File: src/hw/rtl/kmau_pkg.sv
`timescale 1ns / 1ps
package kmau_pkg;
   localparam logic [1:0] FUNC_LOAD   = 2'd0;
   localparam logic [1:0] FUNC_ASSIGN = 2'd1;
   localparam logic [1:0] FUNC_FINISH = 2'd2;

   typedef struct packed {
      logic load;
      logic dist_start;
      logic dist_step;
      logic accumulate;
      logic div_start;
      logic commit_center;
      logic emit_point;
      logic emit_center;
      logic emit_last;
   } cmd_type;

   typedef struct packed {
      logic div_done;
      logic x_done;
      logic dist_done;
      logic fin_done;
   } status_type;
endpackage

File: src/hw/rtl/kmau_ctrl.sv
`timescale 1ns / 1ps
module kmau_ctrl
   import kmau_pkg::*;
(
   input  logic       clock,
   input  logic       reset,
   input  logic       start,
   input  logic [1:0] req_func,
   input  status_type stat,
   output cmd_type    cmd,
   output logic       busy
);
   typedef enum logic [2:0] {
      ST_IDLE, ST_DIST, ST_ACC, ST_DIV_GO, ST_DIV_WAIT, ST_DONE
   } state_type;

   state_type state_ff, state_in;

   always_comb begin
      state_in = state_ff;
      cmd      = '0;
      unique case (state_ff)
         ST_IDLE: begin
            if (start) begin
               if (req_func == FUNC_LOAD) begin
                  cmd.load = 1'b1;
               end else if (req_func == FUNC_ASSIGN) begin
                  cmd.dist_start = 1'b1;
                  state_in = ST_DIST;
               end else if (req_func == FUNC_FINISH) begin
                  state_in = ST_DIV_GO;
               end
            end
         end
         ST_DIST: begin
            cmd.dist_step = 1'b1;
            if (stat.dist_done) state_in = ST_ACC;
         end
         ST_ACC: begin
            cmd.accumulate = 1'b1;
            cmd.emit_point = 1'b1;
            state_in = ST_DONE;
         end
         ST_DIV_GO: begin
            cmd.div_start = 1'b1;
            state_in = ST_DIV_WAIT;
         end
         ST_DIV_WAIT: begin
            if (stat.div_done) begin
               cmd.commit_center = 1'b1;
               cmd.emit_center = 1'b1;
               if (stat.fin_done) begin
                  cmd.emit_last = 1'b1;
                  state_in = ST_DONE;
               end else begin
                  state_in = ST_DIV_GO;
               end
            end else if (stat.x_done) begin
               state_in = ST_DIV_GO;
            end
         end
         ST_DONE: state_in = ST_IDLE;
         default: state_in = ST_IDLE;
      endcase
   end

   always_ff @(posedge clock) begin
      if (reset) state_ff <= ST_IDLE;
      else       state_ff <= state_in;
   end

   assign busy = (state_ff != ST_IDLE);
endmodule

File: config.mk
export PLATFORM = sky130hd
export DESIGN_NAME = kmau_ctrl
export DESIGN_NICKNAME = d
export VERILOG_FILES = /design/src/hw/rtl/kmau_pkg.sv /design/src/hw/rtl/kmau_ctrl.sv
export SDC_FILE = /design/constraint.sdc
export NUM_CORES = 1
export LEC_CHECK = 0
export ABC_AREA = 1
export BUFFER_PORTS_ARGS = -buffer_cell sky130_fd_sc_hd__clkbuf_2
export CORE_AREA = 2 2 39 41
export CTS_CLUSTER_SIZE = 24
export DETAILED_ROUTE_END_ITERATION = 16
export DIE_AREA = 0 0 41 43
export HOLD_SLACK_MARGIN = 0.08
export MAX_ROUTING_LAYER = met4
export PLACE_DENSITY_LB_ADDON = 0.05
export RECOVER_POWER = 25
export SLEW_MARGIN = 15
export SYNTH_ARGS = -nofsm -noshare
export SYNTH_HDL_FRONTEND = slang
export SYNTH_SLANG_ARGS = --single-unit
File: constraint.sdc
create_clock -name clock -period 2.2 [get_ports clock]
set_clock_uncertainty 0.2 [all_clocks]
set_input_delay 0.11 -clock clock [delete_from_list [all_inputs] [get_ports clock]]
set_output_delay 0.11 -clock clock [all_outputs]
set_load 0.005 [all_outputs]
==> impl_results.md <==
* Status: completed
* CP max FO at 5
* DRT Wirelength at 678 microns
* # IOs at 19
* Die ar. at 1763 sq um
* Met1 usage at 10.90%
* Number of port buffers at 18
* Area delta synth->final at 47.98%
* CTS tree: done
* DIE HEIGHT at 43 microns
* Storage cell area at 60.06 sq um
* Fin crit share at 82.85%
* Ranking of synthesized cells by area: dfxtp_1 (19%), ha_1 (12%), inv_1 (12%)
* First-pass detailed-route iteration total at 1
* Top FF cell, synth: dfxtp_1
* CP Launch Type: flip-flop
* Final ANT Viol Nets at 0
* Layout Cells excl Fill at 89
* Seq/Total Area, Yosys at 19.35%
* Number of fill cells in the layout at 166
* Global-route wire length before repair at 1.069 mm
* Vias per inst at 3.955
* Worst-path clk slew at 40 ps
* Post-synth top area cell: dfxtp_1
* Final Net Count at 86
* Number of enable flip-flop cells after synthesis at 0
* Flops & latches, synth at 3
* # H-tree levels at 1
* Setup_tns at 0 ps
* Finish-stage setup viols at 0
* Biggest regs: state_ff (3)
* Total GRT Usage at 9.250%
* Fmax at 548.7 MHz
* Placed cells at 82
* RD Place Congestion at 0.6220
* CTS Sinks at 3
* Crit path kind: flip-flop to flip-flop
* Synth Area per Inst at 6.206 sq um
* Crit. End Element: flip-flop
* Max VDD drop at 0.3700 mV
* Fraction of layout cells with a size suffix above 1 at 35.62%
* Rows at 14
* Max-Cap Viols at 0
* Ant diodes at 0
* Total leakage power at 0.2812 nW
* Initial DRC Count at 0
* Post-Syn Instances at 50
* Max FFs per register at 3
* CP arrival at 1740 ps
* Via count at 352
* Final Hold Vio Count at 0
* GRT met3 Usage at 4.712%
* Power consumption at 468.6 uW
* RSZ-0062 raised after global routing: false
* Width of the chip at 41 microns
* Antenna violations before repair at 0
* Drt drc at 0
* CP required at 2110 ps
* Hold Path Class: input port to flip-flop
* Slew @ Worst Pin at 210.8 ps
* Rel. slew slack at 85.89%
* Post-cts sizing count at 0
* Number of distinct library cells after synthesis at 16
* Pwr Density at 1021 nW/um^2
* Most common cell in the synthesized netlist: inv_1
* Top Usage Layer GRT: met2
* Initial Util at 22.42%
* Top reg by flops: state_ff
* Vias in the first global route at 295
* M2 GR Usage at 12.81%
* Fraction of registers with async set or reset after synthesis at 0%
* Clk_lat worst skew at 230 ps
* DP HPWL at 583.5 microns
* Synthesized cell area at 310.3 sq um
* Grt total ovfl at 0
* Num CTS Buffers at 3
* CORE AREA at 1384 sq um
* Yosys synthesis warning count at 0
* Fin util at 33.18%
* Tmin final at 1823 ps
* Clk root buf: clkbuf_4
* Max Root-Sink Buffers at 2
* Maximum number of pins on one net before global-route repair at 6
* Synth top area share at 19.35%
* Multi-input logic area at 191.4 sq um
* Mapped Nets at 62
* Max Slew Vio Count at 0
* Commonest cells in the netlist: inv_1 (10), nor2_1 (9), nand3_1 (7)
* Drt wl/cell at 7.618 microns
## where the power goes
part / switching (mW) / internal (mW)
Sequential: 0.0329 / 0.0760
Clock: 0.0276 / 0.0679
Combinational: 0.143 / 0.121
Total: 0.203 / 0.265
## per-layer routing
layer,share of wire [%],vias to the layer above,routed length (microns)
met5,0,-,0
met4,0,0,0
met3,8.3,0,56
met2,46,9,312
met1,46,147,309
li1,-,196,-
## metrics by stage
stage	hold slack, ps	worst slack, ps	area [sq um]
6_report	97.29	377.4	459.2
4_1_cts	93.22	418.9	461.7
5_1_grt	129.9	289.9	459.2
3_5_place_dp	112.6	956.4	405.4
3_3_place_gp	110.0	936.3	405.4
2_1_floorplan	-17.71	1054	310.3
## placed cells by master (no fill, tap or decap), drive strengths merged
cell type,n
nand3,7
or2,1
dlygate4sd3,3
o21ai,1
nand2,6
inv,11
nand3b,1
ha,3
nor2,13
clkbuf,22
a21oi,1
nand4,1
dfxtp,3
## logic make-up after synthesis
family | count (synthesis) | synth area share, %
flops | 3 | 19.36
fa+ha+maj | 3 | 12.10
buf+inv | 13 | 18.14
compound gates | 2 | 3.223
simple gates | 29 | 47.18
## timing repair
action                                 in CTS  in global routing
setup buffers                               0                  0
hold buffers                                3                  0
endpoints found under the hold margin       3                  0
## critical path, cell delays in order (launching register included)
cell and delay (ps):
dfxtp_1 350, nor2_4 180, nand2_2 70, nor2_1 180
nor2_2 70, nand3_1 70, nor2_1 40, dlygate4sd3_1 540
## final timing paths
check                           start                       end  slack [ps]  depth (start not counted)
max          state_ff[0]$_SDFFE_PP0P_  state_ff[1]$_SDFFE_PP0P_         380                          7
min                           stat[2]  state_ff[2]$_SDFFE_PP0P_         100                          5
max reg2reg  state_ff[0]$_SDFFE_PP0P_  state_ff[1]$_SDFFE_PP0P_         380                          7
min reg2reg  state_ff[0]$_SDFFE_PP0P_  state_ff[0]$_SDFFE_PP0P_         460                          3
## layout make-up
type,count,area share (%)
multi-input combinational,34,41.69
timing repair buffer,21,26.16
sequential,3,13.08
inverter,11,8.992
clock buffer,4,5.722
tap,16,4.360
(Power assumes the default switching activity.)
